$ cat config.mk
export PLATFORM = sky130hd
export DESIGN_NAME = ipv4_five_tuple_packet_filter
export DESIGN_NICKNAME = d
export VERILOG_FILES = /design/src/rtl/core/v4flt_pkg.sv /design/src/rtl/core/ipv4_five_tuple_packet_filter.sv /design/src/rtl/core/v4flt_cfg_regs.sv /design/src/rtl/core/v4flt_parser.sv /design/src/rtl/core/v4flt_verdict.sv
export SDC_FILE = /design/constraint.sdc
export NUM_CORES = 1
export LEC_CHECK = 0
export ABC_AREA = 0
export BUFFER_PORTS_ARGS = -buffer_cell sky130_fd_sc_hd__buf_4
export CAP_MARGIN = 10
export CORE_UTILIZATION = 45
export CTS_CLUSTER_DIAMETER = 30
export CTS_CLUSTER_SIZE = 10
export DETAILED_ROUTE_END_ITERATION = 7
export SYNTH_ARGS = -nofsm -noshare
export SYNTH_HDL_FRONTEND = slang
export SYNTH_SLANG_ARGS = --single-unit
$ cat constraint.sdc
create_clock -name clk_i -period 4.9 [get_ports clk_i]
set_input_delay 0.98 -clock clk_i [delete_from_list [all_inputs] [get_ports clk_i]]
set_output_delay 0.98 -clock clk_i [all_outputs]
set_load 0.01 [all_outputs]
$ cat src/rtl/core/v4flt_pkg.sv
// Shared types and constants for the IPv4 five-tuple frame filter.
package v4flt_pkg;

  localparam int unsigned CfgIdxW = 3;
  localparam int unsigned CfgDataW = 32;
  localparam int unsigned OffsetW = 6;
  localparam int unsigned LenW = OffsetW + 1;

  localparam logic [OffsetW-1:0] OffsetMax = 6'd63;

  // Register indexes of the configuration port
  localparam logic [CfgIdxW-1:0] CFG_IPV4_ENABLE = 3'd0;
  localparam logic [CfgIdxW-1:0] CFG_SRC_ADDR = 3'd1;
  localparam logic [CfgIdxW-1:0] CFG_DST_ADDR = 3'd2;
  localparam logic [CfgIdxW-1:0] CFG_SRC_PORT = 3'd3;
  localparam logic [CfgIdxW-1:0] CFG_DST_PORT = 3'd4;

  localparam logic [15:0] ETYPE_ARP = 16'h0806;
  localparam logic [15:0] ETYPE_RARP = 16'h8035;
  localparam logic [15:0] ETYPE_IPV4 = 16'h0800;
  localparam logic [7:0] PROTO_TCP = 8'd6;
  localparam logic [7:0] PROTO_UDP = 8'd17;

  // Header byte offsets
  localparam logic [OffsetW-1:0] OFS_ETYPE_HI = 6'd12;
  localparam logic [OffsetW-1:0] OFS_ETYPE_LO = 6'd13;
  localparam logic [OffsetW-1:0] OFS_PROTO = 6'd23;
  localparam logic [OffsetW-1:0] OFS_SRC_ADDR_FIRST = 6'd26;
  localparam logic [OffsetW-1:0] OFS_SRC_ADDR_LAST = 6'd29;
  localparam logic [OffsetW-1:0] OFS_DST_ADDR_FIRST = 6'd30;
  localparam logic [OffsetW-1:0] OFS_DST_ADDR_LAST = 6'd33;
  localparam logic [OffsetW-1:0] OFS_SRC_PORT_HI = 6'd34;
  localparam logic [OffsetW-1:0] OFS_SRC_PORT_LO = 6'd35;
  localparam logic [OffsetW-1:0] OFS_DST_PORT_HI = 6'd36;
  localparam logic [OffsetW-1:0] OFS_DST_PORT_LO = 6'd37;

  // Minimum frame lengths
  localparam logic [LenW-1:0] ETH_HDR_LEN = 7'd14;
  localparam logic [LenW-1:0] IP_HDR_END = 7'd34;
  localparam logic [LenW-1:0] UDP_HDR_END = 7'd42;
  localparam logic [LenW-1:0] TCP_HDR_END = 7'd54;

  typedef enum logic [3:0] {
    REASON_ARP         = 4'd0,
    REASON_NOT_IPV4    = 4'd1,
    REASON_TRUNCATED   = 4'd2,
    REASON_SRC_ADDR    = 4'd3,
    REASON_DST_ADDR    = 4'd4,
    REASON_OTHER_PROTO = 4'd5,
    REASON_SRC_PORT    = 4'd6,
    REASON_DST_PORT    = 4'd7,
    REASON_ALL_MATCHED = 4'd8
  } reason_e;

  typedef struct packed {
    logic        ipv4_enable;
    logic [31:0] src_addr_match;
    logic [31:0] dst_addr_match;
    logic [15:0] src_port_match;
    logic [15:0] dst_port_match;
  } cfg_t;

  typedef struct packed {
    logic [15:0] ether_type;
    logic [7:0]  transport_proto;
    logic [31:0] src_addr;
    logic [31:0] dst_addr;
    logic [15:0] sport;
    logic [15:0] dport;
  } hdr_t;

  // Parser to verdict: final word of a frame with its header and length
  typedef struct packed {
    logic            fire;
    logic [LenW-1:0] len;
    hdr_t            hdr;
  } frame_end_t;

endpackage

$ cat src/rtl/core/ipv4_five_tuple_packet_filter.sv
// Top level of the IPv4 five-tuple frame filter.
// Takes one frame word (byte) per clock and gives one accept/drop verdict with a
// reason code per frame, presented from the result register once the word marked
// last has passed the input register. Each word passes an input register, then
// field capture and the verdict compare, then the result register, so a new word
// is taken every cycle; the input stalls only while a verdict sits in the result
// register under out_stall_i and the next frame's last word waits behind it. The
// IP header is taken as 20 bytes. Configuration is written through
// cfg_valid_i/cfg_index_i/cfg_data_i, always ready, and must only change while
// no frame is in flight.
module ipv4_five_tuple_packet_filter (
  input  logic                           clk_i,
  input  logic                           rst_ni,
  input  logic                           cfg_valid_i,
  output logic                           cfg_ready_o,
  input  logic [v4flt_pkg::CfgIdxW-1:0]  cfg_index_i,
  input  logic [v4flt_pkg::CfgDataW-1:0] cfg_data_i,
  input  logic                           in_valid_i,
  output logic                           in_stall_o,
  input  logic [7:0]                     frame_byte_i,
  input  logic                           frame_last_i,
  output logic                           out_valid_o,
  input  logic                           out_stall_i,
  output logic                           accept_o,
  output logic [3:0]                     reason_o
);

  v4flt_pkg::cfg_t       cfg;
  v4flt_pkg::frame_end_t frame_end;
  logic                  out_free;

  assign cfg_ready_o = 1'b1;

  v4flt_cfg_regs u_cfg_regs (
    .clk_i      (clk_i),
    .rst_ni     (rst_ni),
    .cfg_valid_i(cfg_valid_i),
    .cfg_index_i(cfg_index_i),
    .cfg_data_i (cfg_data_i),
    .cfg_o      (cfg)
  );

  v4flt_parser u_parser (
    .clk_i       (clk_i),
    .rst_ni      (rst_ni),
    .in_valid_i  (in_valid_i),
    .in_stall_o  (in_stall_o),
    .frame_byte_i(frame_byte_i),
    .frame_last_i(frame_last_i),
    .out_free_i  (out_free),
    .frame_end_o (frame_end)
  );

  v4flt_verdict u_verdict (
    .clk_i      (clk_i),
    .rst_ni     (rst_ni),
    .cfg_i      (cfg),
    .frame_end_i(frame_end),
    .out_free_o (out_free),
    .out_valid_o(out_valid_o),
    .out_stall_i(out_stall_i),
    .accept_o   (accept_o),
    .reason_o   (reason_o)
  );

endmodule

$ cat src/rtl/core/v4flt_cfg_regs.sv
// Configuration register file of the frame filter.
module v4flt_cfg_regs (
  input  logic                           clk_i,
  input  logic                           rst_ni,
  input  logic                           cfg_valid_i,
  input  logic [v4flt_pkg::CfgIdxW-1:0]  cfg_index_i,
  input  logic [v4flt_pkg::CfgDataW-1:0] cfg_data_i,
  output v4flt_pkg::cfg_t                cfg_o
);

  v4flt_pkg::cfg_t cfg_q, cfg_d;

  always_comb begin
    cfg_d = cfg_q;
    if (cfg_valid_i) begin
      unique case (cfg_index_i)
        v4flt_pkg::CFG_IPV4_ENABLE: cfg_d.ipv4_enable = cfg_data_i[0];
        v4flt_pkg::CFG_SRC_ADDR:    cfg_d.src_addr_match = cfg_data_i;
        v4flt_pkg::CFG_DST_ADDR:    cfg_d.dst_addr_match = cfg_data_i;
        v4flt_pkg::CFG_SRC_PORT:    cfg_d.src_port_match = cfg_data_i[15:0];
        v4flt_pkg::CFG_DST_PORT:    cfg_d.dst_port_match = cfg_data_i[15:0];
        default: ;
      endcase
    end
  end

  always_ff @(posedge clk_i or negedge rst_ni) begin
    if (!rst_ni) begin
      cfg_q <= '{ipv4_enable: 1'b1, src_addr_match: 32'd0, dst_addr_match: 32'd0,
                 src_port_match: 16'd0, dst_port_match: 16'd0};
    end else begin
      cfg_q <= cfg_d;
    end
  end

  assign cfg_o = cfg_q;

endmodule

$ cat src/rtl/core/v4flt_parser.sv
// Input word register and header field capture of the frame filter.
module v4flt_parser (
  input  logic                        clk_i,
  input  logic                        rst_ni,
  input  logic                        in_valid_i,
  output logic                        in_stall_o,
  input  logic [7:0]                  frame_byte_i,
  input  logic                        frame_last_i,
  input  logic                        out_free_i,
  output v4flt_pkg::frame_end_t       frame_end_o
);

  logic                            s1_valid_q, s1_valid_d;
  logic [7:0]                      s1_byte_q;
  logic                            s1_last_q;
  logic [v4flt_pkg::OffsetW-1:0]   offset_q, offset_d;
  v4flt_pkg::hdr_t                 hdr_q, hdr_d, hdr_cap;
  logic                            advance;
  logic                            in_take;
  logic [v4flt_pkg::OffsetW-1:0]   pos;

  // A last word waits in s1 only while the result register is held
  assign advance = s1_valid_q && (!s1_last_q || out_free_i);
  assign in_stall_o = s1_valid_q && s1_last_q && !out_free_i;
  assign in_take = in_valid_i && !in_stall_o;
  assign pos = offset_q;

  always_comb begin
    hdr_cap = hdr_q;
    if (pos == v4flt_pkg::OFS_ETYPE_HI || pos == v4flt_pkg::OFS_ETYPE_LO) begin
      hdr_cap.ether_type = {hdr_q.ether_type[7:0], s1_byte_q};
    end
    if (pos == v4flt_pkg::OFS_PROTO) begin
      hdr_cap.transport_proto = s1_byte_q;
    end
    if (pos >= v4flt_pkg::OFS_SRC_ADDR_FIRST && pos <= v4flt_pkg::OFS_SRC_ADDR_LAST) begin
      hdr_cap.src_addr = {hdr_q.src_addr[23:0], s1_byte_q};
    end
    if (pos >= v4flt_pkg::OFS_DST_ADDR_FIRST && pos <= v4flt_pkg::OFS_DST_ADDR_LAST) begin
      hdr_cap.dst_addr = {hdr_q.dst_addr[23:0], s1_byte_q};
    end
    if (pos == v4flt_pkg::OFS_SRC_PORT_HI || pos == v4flt_pkg::OFS_SRC_PORT_LO) begin
      hdr_cap.sport = {hdr_q.sport[7:0], s1_byte_q};
    end
    if (pos == v4flt_pkg::OFS_DST_PORT_HI || pos == v4flt_pkg::OFS_DST_PORT_LO) begin
      hdr_cap.dport = {hdr_q.dport[7:0], s1_byte_q};
    end
  end

  always_comb begin
    hdr_d = hdr_q;
    offset_d = offset_q;
    if (advance) begin
      if (s1_last_q) begin
        hdr_d = '0;
        offset_d = '0;
      end else begin
        hdr_d = hdr_cap;
        if (offset_q != v4flt_pkg::OffsetMax) begin
          offset_d = offset_q + 1'b1;
        end
      end
    end
  end

  always_comb begin
    s1_valid_d = s1_valid_q;
    if (in_take) begin
      s1_valid_d = 1'b1;
    end else if (advance) begin
      s1_valid_d = 1'b0;
    end
  end

  always_ff @(posedge clk_i or negedge rst_ni) begin
    if (!rst_ni) begin
      s1_valid_q <= 1'b0;
      offset_q <= '0;
      hdr_q <= '0;
    end else begin
      s1_valid_q <= s1_valid_d;
      offset_q <= offset_d;
      hdr_q <= hdr_d;
    end
  end

  always_ff @(posedge clk_i) begin
    if (in_take) begin
      s1_byte_q <= frame_byte_i;
      s1_last_q <= frame_last_i;
    end
  end

  // Offset 63 is past the capture window, so hdr_cap leaves it alone
  assign frame_end_o.fire = advance && s1_last_q;
  assign frame_end_o.len = {1'b0, offset_q} + 7'd1;
  assign frame_end_o.hdr = hdr_cap;

endmodule

$ cat src/rtl/core/v4flt_verdict.sv
// Accept/drop decision and result register of the frame filter.
module v4flt_verdict (
  input  logic                  clk_i,
  input  logic                  rst_ni,
  input  v4flt_pkg::cfg_t       cfg_i,
  input  v4flt_pkg::frame_end_t frame_end_i,
  output logic                  out_free_o,
  output logic                  out_valid_o,
  input  logic                  out_stall_i,
  output logic                  accept_o,
  output logic [3:0]            reason_o
);

  logic                       out_valid_q, out_valid_d;
  logic                       accept_q, accept_d;
  v4flt_pkg::reason_e         reason_q, reason_d;
  v4flt_pkg::hdr_t            hdr;
  logic [v4flt_pkg::LenW-1:0] len;
  logic                       is_udp, is_tcp;
  logic                       transport_short;

  assign hdr = frame_end_i.hdr;
  assign len = frame_end_i.len;
  assign is_udp = hdr.transport_proto == v4flt_pkg::PROTO_UDP;
  assign is_tcp = hdr.transport_proto == v4flt_pkg::PROTO_TCP;
  assign transport_short = (is_udp && len < v4flt_pkg::UDP_HDR_END)
                        || (is_tcp && len < v4flt_pkg::TCP_HDR_END);

  always_comb begin
    priority if (len < v4flt_pkg::ETH_HDR_LEN) begin
      accept_d = 1'b1;
      reason_d = v4flt_pkg::REASON_TRUNCATED;
    end else if (hdr.ether_type == v4flt_pkg::ETYPE_ARP
              || hdr.ether_type == v4flt_pkg::ETYPE_RARP) begin
      accept_d = 1'b1;
      reason_d = v4flt_pkg::REASON_ARP;
    end else if (hdr.ether_type != v4flt_pkg::ETYPE_IPV4 || !cfg_i.ipv4_enable) begin
      accept_d = 1'b0;
      reason_d = v4flt_pkg::REASON_NOT_IPV4;
    end else if (len < v4flt_pkg::IP_HDR_END) begin
      accept_d = 1'b1;
      reason_d = v4flt_pkg::REASON_TRUNCATED;
    end else if (cfg_i.src_addr_match != '0 && hdr.src_addr != cfg_i.src_addr_match) begin
      accept_d = 1'b0;
      reason_d = v4flt_pkg::REASON_SRC_ADDR;
    end else if (cfg_i.dst_addr_match != '0 && hdr.dst_addr != cfg_i.dst_addr_match) begin
      accept_d = 1'b0;
      reason_d = v4flt_pkg::REASON_DST_ADDR;
    end else if (!is_udp && !is_tcp) begin
      accept_d = 1'b0;
      reason_d = v4flt_pkg::REASON_OTHER_PROTO;
    end else if (transport_short) begin
      accept_d = 1'b1;
      reason_d = v4flt_pkg::REASON_TRUNCATED;
    end else if (cfg_i.src_port_match != '0 && hdr.sport != cfg_i.src_port_match) begin
      accept_d = 1'b0;
      reason_d = v4flt_pkg::REASON_SRC_PORT;
    end else if (cfg_i.dst_port_match != '0 && hdr.dport != cfg_i.dst_port_match) begin
      accept_d = 1'b1;
      reason_d = v4flt_pkg::REASON_DST_PORT;
    end else begin
      accept_d = 1'b0;
      reason_d = v4flt_pkg::REASON_ALL_MATCHED;
    end
  end

  assign out_free_o = !out_valid_q || !out_stall_i;

  always_comb begin
    out_valid_d = out_valid_q;
    if (frame_end_i.fire) begin
      out_valid_d = 1'b1;
    end else if (!out_stall_i) begin
      out_valid_d = 1'b0;
    end
  end

  always_ff @(posedge clk_i or negedge rst_ni) begin
    if (!rst_ni) begin
      out_valid_q <= 1'b0;
    end else begin
      out_valid_q <= out_valid_d;
    end
  end

  always_ff @(posedge clk_i) begin
    if (frame_end_i.fire) begin
      accept_q <= accept_d;
      reason_q <= reason_d;
    end
  end

  assign out_valid_o = out_valid_q;
  assign accept_o = accept_q;
  assign reason_o = reason_q;

endmodule

* After elaboration in Yosys (flattened, before gate mapping) *
Index checks and enable logic that the tools add are counted.

operators by class
  reduce and logical (&&, ||, !) cells = 46
  magnitude comparators = 8
  $add $sub $neg = 2
  eq/ne operators = 22
  muxes and demuxes = 30

operators by type and width
  kind                                                               number
  two-way mux 120 bit                                                1
  two-way mux 32 bit                                                 2
  != test 32 bit                                                     2
  nonzero test 32 bit                                                2
  two-way mux 16 bit                                                 3
  != test 16 bit                                                     2
  nonzero test 16 bit                                                2
  == test 6 bit, second input constant                               4
  less-than comparator 7 x 6 -> 1 bit, second input constant         3
  == test 16 x 12 -> 1 bit, second input constant                    1
  == test 16 bit, second input constant                              1
  != test 16 x 12 -> 1 bit, second input constant                    1
  logical AND 1 bit                                                  14
  == test 6 x 4 -> 1 bit, second input constant                      2
  greater-or-equal comparator 6 x 5 -> 1 bit, second input constant  2
  two-way mux 1 bit                                                  12
  two-way mux 3 bit                                                  4
  two-way mux 6 bit                                                  2
  AND reduction 2 bit                                                6
  OR reduction 9 bit                                                 1
  == test 8 x 3 -> 1 bit, second input constant                      1
  == test 8 x 5 -> 1 bit, second input constant                      1
  logical NOT 1 bit                                                  8
  logical OR 1 bit                                                   8
  other kinds (18)                                                   23

word-level totals
  output and inout port bits = 8
  register bits = 239
  word-level logic and storage cells = 129
  input port bits = 49

* Logic depth before layout (Yosys ltp) *
  depth in word-level cells = 14
  depth in mapped cells = 12
  mapped depth without buffers = 10

* Modules after synthesis *
A second synthesis with hierarchy kept.

second synthesis, totals
  cell total of the unflattened synthesis = 1443
  area total of the unflattened synthesis = 13723.2 sq um

by module, submodules not included
  module                         instances  cells each  area an instance (sq um)  sequential area each (sq um)
  v4flt_parser                   1          1014        8156.6                    3448.3
  v4flt_cfg_regs                 1          210         3771.1                    2428.6
  v4flt_verdict                  1          217         1784.2                    175.2
  ipv4_five_tuple_packet_filter  1          2           11.3                      0.0

* Least setup slack after synthesis *
OpenSTA, ideal clock, no wires.

  path kind = reg2reg
  from = register u_parser.offset_q[3] in the netlist's numbering
  to = register u_verdict.reason_q[0] (netlist: u_verdict.reason_o[0]) (data pin)
  buffers on the path = 3
  clock period less this slack = 3.082 ns
  stages on the path, launching flop included = 12
  setup time = 0.256 ns
  arrival time = 2.826 ns
  data required time = 4.644 ns
  setup slack = 1.818 ns
  cells stage by stage = dfrtp_1 buf_6 or3b_4 or2_1 buf_6 buf_6 a21oi_2 o22ai_1 or4_4 o41ai_4 o21ai_1 a22o_1

between the ends
  longest elaborated chain between the ends = 13
  elaborated cells on any way between the ends = 57
  those cells by class = 1 x add/sub; 8 x order compare; 16 x eq/ne; 14 x mux; 18 x reduce/logical

ends and longest elaborated chain
  item                                                                           line                 source
  start: declaration                                                             v4flt_parser.sv:16   logic [v4flt_pkg::OffsetW-1:0] offset_q, offset_d;
  start signal: assignment                                                       v4flt_parser.sv:82   offset_q <= offset_d;
  parallel branches: the longest is 13 deep, another holds adder 6 x 1 -> 7 bit  n/a
  end signal: assignment                                                         v4flt_verdict.sv:89  reason_q <= reason_d;
  end: declaration                                                               v4flt_verdict.sv:16  v4flt_pkg::reason_e reason_q, reason_d;

Parallel ways; which one is timed is not known.
A chain may end at the register's enable or synchronous reset.

* Worst setup path in the final report *
  from = register u_parser.offset_q[1] in the netlist's numbering
  to = register u_verdict.reason_q[0] (netlist: u_verdict.reason_o[0]) (data pin)

Same word-level chain as after synthesis.

==> results by stage <==
Global route:
- The aggregate global routing overflow is 0.
- The number of antenna violations at the first check in global routing was 0.
- The via count of the first global-routing pass came to around 9400.
- Global routing used a little over a quarter of the available tracks across all layers.
- The first global-routing pass estimated 57500 um of wire.
- Entering global routing, the biggest net connects ~120 pins.

Cells and area:
- The repair_antennas step left the layout with diodes totalling 0.
- Summing all multi-input logic gate instances after layout gives 0.00568 mm2.
- Measured on the finished design, the core utilization comes to a little under three fifths.
- Counting the fill cells in the layout gives 2245.
- The post-route netlist has a little over a fifth of its cells at a drive strength greater than 1.
- The register area is 0.00605 mm2.
- The post-layout net count is 1235.
- The post-layout instance area is 0.0148 mm2.
- From synthesis to final layout, the design area changed by 21.8%.

Clock network:
- The insertion delay of the later-clocked pin in the worst-skew pair is 560 ps.
- The tree is rooted in a clkbuf_16.
- The number of setup buffers added after CTS is 0.
- TritonCTS created 53 clock buffers.
- For this design, the sink count on the clock tree is 239.
- Counting along the longest clock path gives a buffer depth of 3.
- The quantity of hold-fixing buffers added after cts is 0.
- TritonCTS built the clock tree.
- Clock-pin slew was measured on the worst setup and hold paths at 50 ps.
- Post-CTS repair changed the size of 0 cells.
- The maximum level of the CTS H-tree is 2.

Hold path:
- The launch instance of the worst min-delay path is u_parser.hdr_q[102].
- Counting instances, the worst hold path has a depth of 1.
- The path with the worst hold slack has its endpoint at u_parser.hdr_q[102].
- The path class of the tightest hold or removal check is flip-flop to flip-flop.

Setup path:
- For flop-to-flop paths, the worst setup slack is 1310 ps.
- The critical path data arrival time is 3890 ps.
- STA classifies the critical path startpoint as a flip-flop.
- The worst reg2reg path endpoint is u_verdict.reason_o[0].
- Along the worst path, the maximum fanout reaches 13.
- The worst setup path is captured at a flip-flop.
- The startpoint of the most critical register-to-register path is u_parser.offset_q[1].
- The depth of the worst register-to-register path is 10.
- At the worst endpoint, the required time is 5200 ps.
- The start-to-end type of the worst setup path is flip-flop to flip-flop.

Detailed routing:
- Dividing the detail-routed wire length by the instance count gives between 20 and 25 um.
- The sum of met2 wire segment lengths after detailed routing is ~17000 um.
- The remaining design rule violation count is 0.
- The detailed-route via count is 9516.
- In this run the remaining antenna-violating nets after routing total 0.
- After detailed routing, no signal wire sits above met4.
- After detailed routing, the total wire length is 36900 um.
- The first routing iteration left 878 violations.
- The detailed-routed wire length on met3 is 1910 um.
- The via count normalized by instance count is just over 6.
- The number of optimization iterations in the first detailed-route pass is 5.
- The detailed router put a total of 16500 um of wire on met1.

Timing:
- Setup repair after global routing left no endpoint under its margin.
- The final critical path takes up ~73% of the cycle.
- The max-slew violation count was 0.
- The largest clock skew in the final design is 21.0 ps.
- The final setup slack of the worst path is between 1000 and 1500 ps.
- Setup violations remaining at the end of the flow were counted as 0.
- The worst pin sits at a relative slew slack of 25.5%.
- The number of hold violations in the final report was 0.
- The routed design could run at a clock period as short as 3590 ps.
- Static timing analysis puts the maximum clock frequency at 0.279 GHz.
- After routing, the total negative slack on setup checks comes to 0 ps.
- The worst-margin pin slew is 1110 ps.

Logic synthesis:
- The cell type with the largest total area after synthesis is dfrtp_1.
- The share of synthesized cell area in full adder, half adder and majority cells is 0.515%.
- The Yosys step of the flow raised 0 warnings.
- The xor and xnor fraction of the mapped netlist area is 7.86%.
- The top cell type's share of synthesized area is 46.1%.
- The post-synth net total is about 1200.
- The number of enable-type register cells in the synthesized netlist is 14.
- After synthesis, the cell types taking the most area are dfrtp_1, a22o_1, mux2_2.
- The fraction of the mapped netlist area in compound gates is 18.2%.
- The combinational family with the most area after synthesis is compound AO/OA/AOI/OAI gates.
- The sequential share of the synthesized area is around 50%.
- The synthesized netlist occupies a cell area of 0.0122 mm2.
- The average size of a mapped cell is ~11 um2.
- Synthesis instantiated 79 different standard cells from the library.
- The fraction of synthesis flops using an asynchronous set or reset pin is 94.1%.
- Of the total synthesized cell area, the portion taken by AND, OR, NAND and NOR gates is 11.8%.
- After synthesis, the share of cell area in mux cells is 8.08%.
- Counting flops and latches in the post-synthesis netlist gives approximately 240.
- The gate count after technology mapping is about 1100.
- The most used flip-flop cell after synthesis is dfrtp_1.

Placed design:
- The count of buffers added on input and output ports is 55.
- After legalization and detailed placement, the total HPWL measured 25800 um.
- Routability-driven placement finished with a final weighted congestion of 0.948.
- Before CTS, the worst setup slack after placement is 1310 ps.
- The area after detailed placement is 0.0129 mm2.

Power:
- The total power density per cell area is ~470 mW/mm2.
- The worst supply voltage drop on vdd is 0.303 mV.
- The post-route total power is between 6 and 7 mW.
- Summed over all cells, the static leakage comes to 6.32 nW.

Die:
- The floorplan step defined a die boundary enclosing 0.0277 mm2.
- The core footprint is between 0.02 and 0.03 mm2.
- The count of boundary I/O pins is 57.
- The floorplan step set the die height to 166 um.
- The width of the chip is 166 um.
- For this configuration, the core starts out at a cell density of 46.2%.
- The number of core rows is 59.

Run:
- The max-cap check violation count is 0.

Run status:
- The run finished with clean final reports.
## cell usage in the layout, fill, tap and decap left out, drive strengths merged, types with 14 or more instances in the layout
master	instances
dfrtp	224
a22o	126
xnor2	75
mux2	73
buf	69
clkbuf	63
nand2	62
inv	60
o21ai	55
nor4	41
nor2	41
xor2	34
nand4	25
nor3	21
clkinv	18
nand3	17
nor2b	17
o22ai	17
nand2b	16
mux2i	16
a21oi	16
edfxtp	14
## report_power, final
| group | switching (mW) | internal, mW |
|---|---|---|
| registers | 0.311 | 2.18 |
| clock network | 1.18 | 2.50 |
| logic | 0.401 | 0.385 |
| total | 1.90 | 5.07 |
## flip-flops by register name, summed over array words and instances, names as in the netlist
| register | flops |
|---|---|
| u_cfg_regs.cfg_o | 97 |
| u_verdict.accept_o | 1 |
| u_parser.s1_valid_q | 1 |
| u_verdict.out_valid_o | 1 |
| u_parser.hdr_q | 120 |
| u_parser.s1_last_q | 1 |
| u_parser.s1_byte_q | 8 |
| u_verdict.reason_o | 4 |
| u_parser.offset_q | 6 |
## layer usage
| metal | global-route usage (%) | vias up |
|---|---|---|
| met2 | 42.8 | 349 |
| met4 | 11.4 | 0 |
| met1 | 37.8 | 4788 |
| li1 | - | 4289 |
| met5 | 0 | - |
| met3 | 4.22 | 90 |
## stage by stage
stage | std cells | hold slack (ps)
2_1_floorplan | 1109 | 457
3_3_place_gp | 1461 | 475
3_5_place_dp | 1461 | 479
4_1_cts | 1560 | 496
5_1_grt | 1560 | 515
6_report | 1560 | 496
## final cells by class
| type | count | share of cell area, % |
|---|---|---|
| clock buffer | 63 | 9.63 |
| clock inverter | 36 | 3.13 |
| inverter | 58 | 1.47 |
| multi-input combinational | 760 | 38.4 |
| sequential | 239 | 40.9 |
| tap | 335 | 2.83 |
| timing repair buffer | 69 | 3.64 |
## cells by family after synthesis
logic type / count (synthesis)
buffers and inverters: 110
adders and majority gates: 5
other: 1
AOI/OAI and AO/OA: 285
and+or+nand+nor: 271
DFF: 239
muxes: 89
xor gates and xnor gates: 109
## worst max-delay path by stage
stage                                    start               endpoint  slack [ps]  depth (start not counted)
after global routing      u_parser.offset_q[1]  u_verdict.reason_o[0]        1010                         10
after CTS                 u_parser.offset_q[1]  u_verdict.reason_o[0]        1310                         10
after detailed placement  u_parser.offset_q[1]  u_verdict.reason_o[2]        1310                         10
after floorplan           u_parser.offset_q[3]  u_verdict.reason_o[0]        1820                         11
final                     u_parser.offset_q[1]  u_verdict.reason_o[0]        1310                         10
after global placement    u_parser.offset_q[1]  u_verdict.reason_o[0]        1390                         10
## synthesized netlist by cell type (5+ instances only)
cell type	count
o221ai_1	7
a2111oi_0	7
xnor2_1	75
ha_1	5
nor2_1	41
nand2_1	62
nor3_1	21
and3_1	6
a21oi_1	15
nor2b_1	17
o21ai_1	7
a31oi_1	5
nand2b_1	16
edfxtp_1	14
o21ai_0	48
a22o_1	126
nor4_1	41
nand3_1	17
inv_1	58
nand4_1	25
o22ai_1	17
xor2_1	34
mux2i_1	16
mux2_2	73
a22oi_1	5
clkbuf_1	41
dfrtp_1	224
## worst max-delay path: stages (launching register included)
cell,delay (ps)
dfrtp_1,440
inv_1,110
ha_1,220
o21ai_0,310
or2_1,510
mux2i_1,250
o22ai_1,100
or4_4,550
o41ai_4,500
o21ai_1,130
a22o_1,210
(Power assumes the default switching activity.)
